File: src/hw/rtl/rms_pkg.sv
// ----------------------------------------------------------------------------
// rms_pkg
// Shared types and constants of the rate-monotonic scheduler core.
// ----------------------------------------------------------------------------
package rms_pkg;

    localparam int TASK_SLOTS       = 4;
    localparam int NUM_TASKS_DEF    = 4;
    localparam int TIME_WIDTH_DEF   = 16;
    localparam int REG_W            = 16;
    localparam int APB_DATA_W       = 32;
    localparam int PADDR_W          = 5;
    localparam int REG_IDX_W        = 3;
    localparam int TASK_IDX_W       = 2;
    localparam int MASK_W           = TASK_SLOTS;

    localparam logic [REG_W-1:0] PERIOD_RESET = 16'hFFFF;
    localparam logic [REG_W-1:0] BUDGET_RESET = 16'h0000;

    typedef enum logic [REG_IDX_W-1:0] {
        REG_PERIOD_A = 3'd0,
        REG_BUDGET_A = 3'd1,
        REG_PERIOD_B = 3'd2,
        REG_BUDGET_B = 3'd3,
        REG_PERIOD_C = 3'd4,
        REG_BUDGET_C = 3'd5,
        REG_PERIOD_D = 3'd6,
        REG_BUDGET_D = 3'd7
    } t_reg_idx;

    typedef struct packed {
        logic [TASK_SLOTS-1:0][REG_W-1:0] period;
        logic [TASK_SLOTS-1:0][REG_W-1:0] budget;
    } t_task_cfg;

    typedef struct packed {
        logic [TASK_IDX_W-1:0] running_task;
        logic                  idle;
        logic                  segment_start;
        logic [MASK_W-1:0]     released_mask;
    } t_result;

endpackage

File: src/hw/rtl/rms_cfg_regs.sv
// ----------------------------------------------------------------------------
// rms_cfg_regs
// Period and budget registers of the four task slots behind an APB-style port.
// ----------------------------------------------------------------------------
module rms_cfg_regs (
    input  logic                              i_clk,
    input  logic                              i_rst_n,
    input  logic                              psel,
    input  logic                              penable,
    input  logic                              pwrite,
    input  logic [rms_pkg::PADDR_W-1:0]       paddr,
    input  logic [rms_pkg::APB_DATA_W-1:0]    pwdata,
    output logic [rms_pkg::APB_DATA_W-1:0]    prdata,
    output logic                              pready,
    output rms_pkg::t_task_cfg                o_cfg
);
    import rms_pkg::*;

    logic [REG_W-1:0] r_period [TASK_SLOTS];
    logic [REG_W-1:0] r_budget [TASK_SLOTS];
    logic [REG_W-1:0] w_rdata;
    logic [REG_W-1:0] w_wdata;
    logic             w_wr;
    t_reg_idx         w_idx;

    assign pready  = 1'b1;
    assign w_wr    = psel & penable & pwrite;
    assign w_idx   = t_reg_idx'(paddr[PADDR_W-1:2]);
    assign w_wdata = pwdata[REG_W-1:0];

    always_ff @(posedge i_clk) begin
        if (!i_rst_n) begin
            for (int t = 0; t < TASK_SLOTS; t++) begin
                r_period[t] <= PERIOD_RESET;
                r_budget[t] <= BUDGET_RESET;
            end
        end else if (w_wr) begin
            case (w_idx)
                REG_PERIOD_A: r_period[0] <= w_wdata;
                REG_BUDGET_A: r_budget[0] <= w_wdata;
                REG_PERIOD_B: r_period[1] <= w_wdata;
                REG_BUDGET_B: r_budget[1] <= w_wdata;
                REG_PERIOD_C: r_period[2] <= w_wdata;
                REG_BUDGET_C: r_budget[2] <= w_wdata;
                REG_PERIOD_D: r_period[3] <= w_wdata;
                REG_BUDGET_D: r_budget[3] <= w_wdata;
                default: ;
            endcase
        end
    end

    always_comb begin
        case (w_idx)
            REG_PERIOD_A: w_rdata = r_period[0];
            REG_BUDGET_A: w_rdata = r_budget[0];
            REG_PERIOD_B: w_rdata = r_period[1];
            REG_BUDGET_B: w_rdata = r_budget[1];
            REG_PERIOD_C: w_rdata = r_period[2];
            REG_BUDGET_C: w_rdata = r_budget[2];
            REG_PERIOD_D: w_rdata = r_period[3];
            REG_BUDGET_D: w_rdata = r_budget[3];
            default:      w_rdata = '0;
        endcase
    end

    assign prdata = {{(APB_DATA_W-REG_W){1'b0}}, w_rdata};

    always_comb begin
        for (int t = 0; t < TASK_SLOTS; t++) begin
            o_cfg.period[t] = r_period[t];
            o_cfg.budget[t] = r_budget[t];
        end
    end

endmodule

File: src/hw/rtl/rms_sched.sv
// ----------------------------------------------------------------------------
// rms_sched
// Per-task release countdowns and remaining work, shortest-period pick of
// the runner and the result of one tick.
// ----------------------------------------------------------------------------
module rms_sched #(
    parameter int NUM_TASKS  = rms_pkg::NUM_TASKS_DEF,
    parameter int TIME_WIDTH = rms_pkg::TIME_WIDTH_DEF
) (
    input  logic               i_clk,
    input  logic               i_rst_n,
    input  logic               i_accept,
    input  logic               i_restart,
    input  rms_pkg::t_task_cfg i_cfg,
    output rms_pkg::t_result   o_result
);
    import rms_pkg::*;

    logic [TIME_WIDTH-1:0] r_rem [NUM_TASKS];
    logic [TIME_WIDTH-1:0] r_ttr [NUM_TASKS];
    logic [TIME_WIDTH-1:0] n_rem [NUM_TASKS];
    logic [TIME_WIDTH-1:0] n_ttr [NUM_TASKS];
    logic [TIME_WIDTH-1:0] w_per [NUM_TASKS];
    logic [TIME_WIDTH-1:0] w_bud [NUM_TASKS];
    logic                  r_started;
    logic                  r_prev_valid;
    logic [TASK_IDX_W-1:0] r_prev_idx;
    logic                  n_prev_valid;
    logic [TASK_IDX_W-1:0] n_prev_idx;
    logic                  w_go;
    logic                  w_run;
    logic [TASK_IDX_W-1:0] w_run_idx;
    logic [TIME_WIDTH-1:0] w_best;
    logic [MASK_W-1:0]     w_mask;

    always_comb begin
        for (int t = 0; t < NUM_TASKS; t++) begin
            w_per[t] = TIME_WIDTH'(i_cfg.period[t]);
            w_bud[t] = TIME_WIDTH'(i_cfg.budget[t]);
        end
    end

    assign w_go = i_restart | r_started;

    always_comb begin
        n_rem        = r_rem;
        n_ttr        = r_ttr;
        n_prev_valid = r_prev_valid;
        n_prev_idx   = r_prev_idx;
        w_mask       = '0;
        w_run        = 1'b0;
        w_run_idx    = '0;
        w_best       = '0;
        o_result     = '0;
        o_result.idle = 1'b1;
        if (w_go) begin
            // release or reload
            for (int t = 0; t < NUM_TASKS; t++) begin
                if (i_restart) begin
                    n_rem[t] = w_bud[t];
                    n_ttr[t] = w_per[t];
                end else if (w_per[t] != '0) begin
                    if (r_ttr[t] <= TIME_WIDTH'(1)) begin
                        n_ttr[t]  = w_per[t];
                        n_rem[t]  = w_bud[t];
                        w_mask[t] = 1'b1;
                    end else begin
                        n_ttr[t] = r_ttr[t] - TIME_WIDTH'(1);
                    end
                end
            end
            // shortest period wins, lower index on ties
            for (int t = 0; t < NUM_TASKS; t++) begin
                if (n_rem[t] != '0 && (!w_run || w_per[t] < w_best)) begin
                    w_run     = 1'b1;
                    w_run_idx = TASK_IDX_W'(t);
                    w_best    = w_per[t];
                end
            end
            for (int t = 0; t < NUM_TASKS; t++) begin
                if (w_run && w_run_idx == TASK_IDX_W'(t)) begin
                    n_rem[t] = n_rem[t] - TIME_WIDTH'(1);
                end
            end
            n_prev_valid = w_run;
            n_prev_idx   = w_run_idx;
            o_result.running_task  = w_run_idx;
            o_result.idle          = ~w_run;
            o_result.segment_start = w_run & (i_restart | (|w_mask) | ~r_prev_valid
                                              | (w_run_idx != r_prev_idx));
            o_result.released_mask = w_mask;
        end
    end

    always_ff @(posedge i_clk) begin
        if (!i_rst_n) begin
            r_started    <= 1'b0;
            r_prev_valid <= 1'b0;
            r_prev_idx   <= '0;
            for (int t = 0; t < NUM_TASKS; t++) begin
                r_rem[t] <= '0;
                r_ttr[t] <= '0;
            end
        end else if (i_accept) begin
            r_started    <= w_go;
            r_prev_valid <= n_prev_valid;
            r_prev_idx   <= n_prev_idx;
            r_rem        <= n_rem;
            r_ttr        <= n_ttr;
        end
    end

endmodule

File: src/hw/rtl/rms_out_buf.sv
// ----------------------------------------------------------------------------
// rms_out_buf
// Result register with a skid entry, so a tick is taken while a result waits.
// ----------------------------------------------------------------------------
module rms_out_buf (
    input  logic             i_clk,
    input  logic             i_rst_n,
    input  logic             i_load,
    input  rms_pkg::t_result i_data,
    input  logic             i_out_stall,
    output logic             o_valid,
    output rms_pkg::t_result o_data,
    output logic             o_full
);
    import rms_pkg::*;

    logic    r_valid;
    logic    r_skid_valid;
    t_result r_data;
    t_result r_skid;
    logic    n_valid;
    logic    n_skid_valid;
    t_result n_data;
    t_result n_skid;
    logic    w_take;

    assign w_take = r_valid & ~i_out_stall;

    always_comb begin
        n_valid      = r_valid;
        n_skid_valid = r_skid_valid;
        n_data       = r_data;
        n_skid       = r_skid;
        if (r_skid_valid) begin
            if (w_take) begin
                n_data       = r_skid;
                n_skid_valid = 1'b0;
            end
        end else if (i_load) begin
            if (!r_valid || w_take) begin
                n_data  = i_data;
                n_valid = 1'b1;
            end else begin
                n_skid       = i_data;
                n_skid_valid = 1'b1;
            end
        end else if (w_take) begin
            n_valid = 1'b0;
        end
    end

    always_ff @(posedge i_clk) begin
        if (!i_rst_n) begin
            r_valid      <= 1'b0;
            r_skid_valid <= 1'b0;
        end else begin
            r_valid      <= n_valid;
            r_skid_valid <= n_skid_valid;
        end
    end

    always_ff @(posedge i_clk) begin
        r_data <= n_data;
        r_skid <= n_skid;
    end

    assign o_valid = r_valid;
    assign o_data  = r_data;
    assign o_full  = r_skid_valid;

endmodule

File: src/hw/rtl/rate_monotonic_scheduler_core.sv
// ----------------------------------------------------------------------------
// rate_monotonic_scheduler_core
// Preemptive rate-monotonic scheduler, one time tick per input transfer.
// The result of a tick is registered in the output buffer on its transfer.
// Throughput: one tick per cycle while the input is not stalled.
// A two-entry result buffer takes one more tick while a result waits on a stall.
// Reset: synchronous, active low; idle until the first restart tick.
// ----------------------------------------------------------------------------
module rate_monotonic_scheduler_core #(
    parameter int NUM_TASKS  = rms_pkg::NUM_TASKS_DEF,
    parameter int TIME_WIDTH = rms_pkg::TIME_WIDTH_DEF
) (
    input  logic                                i_clk,
    input  logic                                i_rst_n,
    input  logic                                i_in_valid,
    output logic                                o_in_stall,
    input  logic                                i_restart,
    output logic                                o_out_valid,
    input  logic                                i_out_stall,
    output logic [rms_pkg::TASK_IDX_W-1:0]      o_running_task,
    output logic                                o_idle,
    output logic                                o_segment_start,
    output logic [rms_pkg::MASK_W-1:0]          o_released_mask,
    input  logic                                psel,
    input  logic                                penable,
    input  logic                                pwrite,
    input  logic [rms_pkg::PADDR_W-1:0]         paddr,
    input  logic [rms_pkg::APB_DATA_W-1:0]      pwdata,
    output logic [rms_pkg::APB_DATA_W-1:0]      prdata,
    output logic                                pready
);
    import rms_pkg::*;

    t_task_cfg w_cfg;
    t_result   w_result;
    t_result   w_out;
    logic      w_accept;
    logic      w_full;

    assign o_in_stall = w_full;
    assign w_accept   = i_in_valid & ~w_full;

    rms_cfg_regs u_cfg (
        .i_clk   (i_clk),
        .i_rst_n (i_rst_n),
        .psel    (psel),
        .penable (penable),
        .pwrite  (pwrite),
        .paddr   (paddr),
        .pwdata  (pwdata),
        .prdata  (prdata),
        .pready  (pready),
        .o_cfg   (w_cfg)
    );

    rms_sched #(
        .NUM_TASKS  (NUM_TASKS),
        .TIME_WIDTH (TIME_WIDTH)
    ) u_sched (
        .i_clk     (i_clk),
        .i_rst_n   (i_rst_n),
        .i_accept  (w_accept),
        .i_restart (i_restart),
        .i_cfg     (w_cfg),
        .o_result  (w_result)
    );

    rms_out_buf u_out (
        .i_clk       (i_clk),
        .i_rst_n     (i_rst_n),
        .i_load      (w_accept),
        .i_data      (w_result),
        .i_out_stall (i_out_stall),
        .o_valid     (o_out_valid),
        .o_data      (w_out),
        .o_full      (w_full)
    );

    assign o_running_task  = w_out.running_task;
    assign o_idle          = w_out.idle;
    assign o_segment_start = w_out.segment_start;
    assign o_released_mask = w_out.released_mask;

endmodule

File: config.mk
export PLATFORM = sky130hd
export DESIGN_NAME = rate_monotonic_scheduler_core
export DESIGN_NICKNAME = d
export VERILOG_FILES = /design/src/hw/rtl/rms_pkg.sv /design/src/hw/rtl/rms_cfg_regs.sv /design/src/hw/rtl/rms_sched.sv /design/src/hw/rtl/rms_out_buf.sv /design/src/hw/rtl/rate_monotonic_scheduler_core.sv
export SDC_FILE = /design/constraint.sdc
export NUM_CORES = 1
export LEC_CHECK = 0
export BUFFER_PORTS_ARGS = -buffer_cell sky130_fd_sc_hd__buf_2
export CORE_AREA = 2 2 177 310
export DETAILED_ROUTE_END_ITERATION = 8
export DIE_AREA = 0 0 179 312
export GPL_TIMING_DRIVEN = 0
export MAX_ROUTING_LAYER = met4
export PLACE_DENSITY = 0.56
export SYNTH_ARGS = -nofsm -noshare
export SYNTH_HDL_FRONTEND = slang
export SYNTH_SLANG_ARGS = --single-unit
File: constraint.sdc
create_clock -name i_clk -period 17 [get_ports i_clk]
set_clock_uncertainty 0.15 [all_clocks]
set_input_delay 3.4 -clock i_clk [delete_from_list [all_inputs] [get_ports i_clk]]
set_output_delay 3.4 -clock i_clk [all_outputs]
set_load 0.005 [all_outputs]
==> metrics, run 1 <==
NetSw ~1.1 mW; hold buffers post-CTS 0; Die Wd 179 um; main flop type after synthesis edfxtp_1; commonest non-fill, non-tap cells in the layout 235 x nor2_1, 209 x nand2_1, 179 x a21oi_1; leakage power approximately 7.4 nW; Iteration-0 DRC Markers around 1,900; post-route setup slack ~0.61 ns; DRC 0; CP required approximately 17 ns; largest net degree at the start of global routing 17; commonest non-fill, non-tap cell in the layout nor2_1; Vias/cell roughly 6.4; grt ovf 0; Final Setup Violations 0; worst stage delay on the critical path 0.52 ns; Worst Reg-to-Reg Cells slightly below 50; flops & latches, synth roughly 280; clk buf depth 3; clock insertion delay at the later pin of the skew report ~0.6 ns; Final ANT Viol Nets 0; DP Worst Slack -1.968 ns; GRT Util Overall 0.3377; Clk pwr share 0.268; first-pass GRT wire length ~130,000 um; share of layout cells above drive strength 1 0.09183; die footprint about 56,000 um^2; placeable core area 53,110 um^2; setup_tns 0 ns; RSZ-0062 raised after global routing no; post-route insts no fill 3,050; Post-synth ARST share 0; H-tree depth 1; Yosys warnings 0; crit end category register; DR WL/cell between 30 and 40 um; Hold Vio Cnt, Final 0; worst hold start u_sched.r_rem[16]$_SDFFE_PN0P_; reg2reg setup slack about 2.6 ns; row cnt 112; worst path bufs/invs 11; Tcrit/Tclk final 0.9644; Gate power share 0.393; vias in the first global route 18,930; worst reg2reg startpoint u_cfg.r_period[0][9]$_SDFFCE_PN1P_; outcome finished with violations; Flop pwr share 0.339; fin nets about 2,400; Fmax around 61 MHz; Pint roughly 1.4 mW; routability cong. just over 1; Final min period approximately 16 ns; number of synthesized flops with an enable pin ~140; top fanout value on the critical path 10; initial antenna violation count 2; Power Total 2.523 mW; Max Slew Vio Count 6; crit start category primary input; worst slew pin tran ~1.6 ns; Initial Utilization 0.3486; Unique masters post-synth between 80 and 90; top cells by area, synth edfxtp_1 23%, dfxtp_1 14%, o21ai_0 4.9%; min-delay worst type reg -> reg; Final Util 0.3916; num ports 88; PortBufs 50; CP startpoint i_restart; final WL 92,720 um; HPWL Detailed between 70,000 and 80,000 um; Synth top area share 0.2335; Syn Area/Cell ~8.3 um^2; CP arrival around 17 ns; max_cap viols 1; reg2reg end u_sched.r_rem[27]$_SDFFE_PN0P_; failing checks max-capacitance violations, max-slew violations; type of the worst setup path in -> reg; delay-heaviest family, CP compound AO/OA/AOI/OAI gates; Seq/Total Area, Yosys 0.3784; Clk pin slew, worst setup/hold paths approximately 0.070 ns; CTS tree yes; sw frac 0.4330; Filler cells 5,468; worst setup path endpoint u_sched.r_rem[27]$_SDFFE_PN0P_; CP max stage cell or4b_1; Cells after Synth between 2,000 and 2,500; top cell type by total area after synthesis edfxtp_1; clk sinks approximately 280; total CTS buffers 29; WP depth 48; P&R area growth vs syn 12.33%; Initial DRT Pass Iterations 5; Root Driver clkbuf_16; vias a little under 20,000; Synth Cell Area approximately 19,000 um^2; Peak VDD IR 0.00008995 V; dpl cells ~3,000; power per cell area ~120 nW/um^2; Worst slew margin -0.09705; Die Y around 310 um
metrics by stage:
step | instance area, um^2 | hold slack (ns)
2_1_floorplan | 18570 | 0.2815
3_3_place_gp | 19680 | 0.2874
3_5_place_dp | 19730 | 0.2990
4_1_cts | 20730 | 0.3082
5_1_grt | 20800 | 0.3269
6_report | 20800 | 0.3093
Yosys cell counts (56+ instances only):
cell	count
or3_1	80
clkbuf_1	118
dfxtp_1	134
a21oi_1	179
and2_1	61
o21ai_0	182
mux2i_1	61
nand2_1	209
nand3_1	70
nor4_1	56
ha_1	57
edfxtp_1	144
nor3_1	84
nor2_1	237
power groups by stage:
| stage | logic [mW] | registers [mW] | clock network [mW] |
|---|---|---|---|
| 2_1_floorplan | 0.604 | 0.821 | 0 |
| 4_1_cts | 0.952 | 0.851 | 0.683 |
| 6_report | 0.992 | 0.856 | 0.675 |
| 3_3_place_gp | 0.936 | 0.864 | 0 |
| 3_5_place_dp | 0.944 | 0.864 | 0 |
| 5_1_grt | 1.06 | 0.859 | 0.702 |
worst reg2reg max path: cells and delay by family, from the launching register on:
family          cells  cell delay [ns]
compound gates     19             4.58
simple gates       14             3.98
buf+inv            10             3.29
fa+ha+maj           4             1.19
flops               1             0.61
mux                 2             0.51
worst min-delay path by stage:
stage	to	slack, ns	cells past startpoint
2_1_floorplan	u_sched.r_rem[0]$_SDFFE_PN0P_	0.28	2
3_3_place_gp	u_sched.r_rem[0]$_SDFFE_PN0P_	0.29	2
3_5_place_dp	u_sched.r_rem[1]$_SDFFE_PN0P_	0.30	2
4_1_cts	u_sched.r_rem[1]$_SDFFE_PN0P_	0.31	2
5_1_grt	u_sched.r_rem[0]$_SDFFE_PN0P_	0.33	2
6_report	u_sched.r_rem[16]$_SDFFE_PN0P_	0.31	2
repair_timing:
item / 4_1_cts / 5_1_grt
pin swaps: 1 / 0
setup endpoints to repair: 72 / 70
setup buffers: 2 / 4
resized for setup: 10 / 13
routing by layer:
metal	vias to the layer above	GRT usage	part of all wire
met4	0	0.2969	0.11
met2	1120	0.5597	0.49
met1	9302	0.3442	0.33
met3	443	0.04550	0.066
met5	-	-	0
li1	8576	-	-
area by class of cell:
type / count / area [um^2] / share of cell area
multi-input cells: 1770 / 10760 / 0.5174
flip-flops and latches: 278 / 7007 / 0.3369
well taps: 684 / 855.8 / 0.04115
clock buffers: 33 / 750.7 / 0.03609
plain buffers: 158 / 701.9 / 0.03375
repair buffers: 62 / 344.1 / 0.01654
clock inverters: 21 / 217.7 / 0.01047
inverters: 41 / 153.9 / 0.007399
diodes: 3 / 7.507 / 0.0003609
cells by family (layout without fill, tap and decap cells):
| family | count (synthesis) | in the layout | share of synthesized area |
|---|---|---|---|
| and+or+nand+nor | 968 | 968 | 0.2639 |
| AOI/OAI and AO/OA | 626 | 626 | 0.2127 |
| DFF | 278 | 278 | 0.3784 |
| buffers and inverters | 200 | 315 | 0.04527 |
| muxes | 96 | 96 | 0.05804 |
| adders and majority gates | 57 | 57 | 0.03852 |
| xor gates and xnor gates | 6 | 6 | 0.002838 |
| other | 2 | 20 | 0.0004056 |
registers in the layout, indices dropped and copies added (netlist names):
register / flops
u_out.o_data: 8
u_sched.r_started: 1
u_out.o_valid: 1
u_sched.r_prev_valid: 1
u_out.o_full: 1
u_cfg.r_period: 64
u_sched.r_prev_idx: 2
u_sched.r_rem: 64
u_cfg.r_budget: 64
u_sched.r_ttr: 64
u_out.r_skid: 8
(Power assumes the default switching activity.)
==> run 2: changes to the inputs <==
--- a/config.mk
+++ b/config.mk
@@ -7,11 +7,11 @@
 export LEC_CHECK = 0
 export BUFFER_PORTS_ARGS = -buffer_cell sky130_fd_sc_hd__buf_2
 export CORE_AREA = 2 2 177 310
+export CTS_CLUSTER_SIZE = 8
 export DETAILED_ROUTE_END_ITERATION = 8
 export DIE_AREA = 0 0 179 312
 export GPL_TIMING_DRIVEN = 0
 export MAX_ROUTING_LAYER = met4
-export PLACE_DENSITY = 0.56
 export SYNTH_ARGS = -nofsm -noshare
 export SYNTH_HDL_FRONTEND = slang
 export SYNTH_SLANG_ARGS = --single-unit
==> metrics, run 2 (synthesis gave the netlist of run 1 again) <==
Die Wd 179 um; met1 usage 0.3369; Initial DRT Pass Iterations 6; Root Driver clkbuf_16; Non-Filler Cell Area, Final 20,970 um^2; Filler cells ~5,400; Max Slew Vio Count 0; worst reg2reg startpoint u_cfg.r_period[0][1]$_SDFFCE_PN1P_; GRT Util Overall 0.3338; largest net degree at the start of global routing 17; num ports 88; Final min period between 15 and 20 ns; final WL approximately 92,000 um; hold buffers post-CTS 0; leakage power 7.462 nW; commonest non-fill, non-tap cells in the layout 235 x nor2_1, 209 x nand2_1, 179 x a21oi_1; Final Setup Violations 0; grt ovf 0; Initial Utilization 0.3486; worst stage delay on the critical path 0.55 ns; Power Total 2.598 mW; Clk pin slew, worst setup/hold paths ~0.06 ns; worst path bufs/invs 12; DR WL/cell 29.94 um; Iteration-0 DRC Markers ~2,100; clk buf depth 3; CP max stage cell or4b_1; power per cell area approximately 120 nW/um^2; initial antenna violation count 5; vias between 15,000 and 20,000; RSZ-0062 raised after global routing no; Vias/cell 6.375; DRC 0; Peak VDD IR roughly 0.000064 V; reg2reg setup slack about 2.5 ns; min-delay worst type reg -> reg; crit start category primary input; Hold Vio Cnt, Final 0; hold depth 2; Tcrit/Tclk final 0.9727; post-route insts no fill ~3,000; Worst Reg-to-Reg Cells 50; CP arrival ~17 ns; setup_tns 0 ns; total CTS buffers 40; CTS tree yes; H-tree depth 2; CP required roughly 17 ns; Final ANT Viol Nets 0; worst slew pin tran ~1.4 ns; gr busiest metal met2; Die Y between 300 and 400 um; share of layout cells above drive strength 1 0.08888; outcome finished, final reports clean; placeable core area 53,110 um^2; max_cap viols 0; type of the worst setup path in -> reg; PortBufs 50; clk sinks 278; delay-heaviest family, CP compound AO/OA/AOI/OAI gates; HPWL Detailed between 60,000 and 70,000 um; met3 Resource Use GR 0.05243; top fanout value on the critical path 10; dpl cells about 3,000; vias in the first global route 18,630; reg2reg end u_sched.r_rem[21]$_SDFFE_PN0P_; commonest non-fill, non-tap cell in the layout nor2_1; Placed Area about 20,000 um^2; met2 GRT Util 0.5524; routability cong. roughly 1; Worst slew margin 0.05935; crit end category register; first-pass GRT wire length ~130,000 um; hold path endpoint u_sched.r_rem[16]$_SDFFE_PN0P_; P&R area growth vs syn 13.23%; fin nets about 2,500; row cnt around 110; Fmax between 60 and 70 MHz; worst hold start u_sched.r_rem[16]$_SDFFE_PN0P_; die footprint roughly 56,000 um^2; clock insertion delay at the later pin of the skew report approximately 0.55 ns
## run 2: routing by layer
metal  vias up  part of all wire
met5         -                 0
met2      1077              0.49
met3       396             0.067
met4         0              0.11
li1       8614                 -
met1      9477              0.34
## run 2: worst reg2reg max path, delay by kind of cell (launching register included)
kind	cells	cell delay, ns
buffers and inverters	11	3.49
adder cells (fa/ha/maj)	4	1.20
AO/OA/AOI/OAI	20	4.58
AND/OR/NAND/NOR	13	3.86
multiplexers	2	0.52
flip-flops	1	0.54
## run 2: area by class of cell
type	instances	area, um^2	area share
diodes	11	27.53	0.001313
repair buffers	61	340.3	0.01623
multi-input cells	1770	10750	0.5129
plain buffers	158	698.2	0.03330
clock inverters	2	17.52	0.0008355
flip-flops and latches	278	7007	0.3342
clock buffers	64	1112	0.05305
well taps	684	855.8	0.04082
inverters	41	153.9	0.007340
## run 2: worst max path at each step
stage	from	to	slack [ns]	cells after the start
after floorplan	i_restart	u_sched.r_rem[45]$_SDFFE_PN0P_	2.49	48
after global placement	i_restart	u_sched.r_rem[60]$_SDFFE_PN0P_	-2.22	50
after detailed placement	i_restart	u_sched.r_rem[60]$_SDFFE_PN0P_	-2.08	50
after CTS	i_restart	u_sched.r_rem[20]$_SDFFE_PN0P_	0.02	49
after global routing	i_restart	u_sched.r_rem[60]$_SDFFE_PN0P_	0.11	49
final	i_restart	u_sched.r_rem[21]$_SDFFE_PN0P_	0.46	49
## run 2: what timing repair did
item	4_1_cts	5_1_grt
setup endpoints to repair	72	65
gates cloned	0	0
pin swaps	1	0
resized for setup	9	11
endpoints found under the hold margin	0	0
setup buffers	2	3
## run 2: stage by stage
stage               setup slack, ns  utilization  hold WS, ns
global route                 0.1085       0.3946       0.3321
floorplan                     2.487            -       0.2815
global placement             -2.217       0.3705       0.2889
detailed placement           -2.083       0.3716       0.2964
finish                       0.4648       0.3948       0.3022
CTS                         0.01783       0.3934       0.3026
## run 2: power by group
part	switching (mW)	total (mW)	internal [mW]
registers	0.0898	0.855	0.765
clock network	0.314	0.757	0.444
logic	0.688	0.986	0.298
total	1.09	2.60	1.51
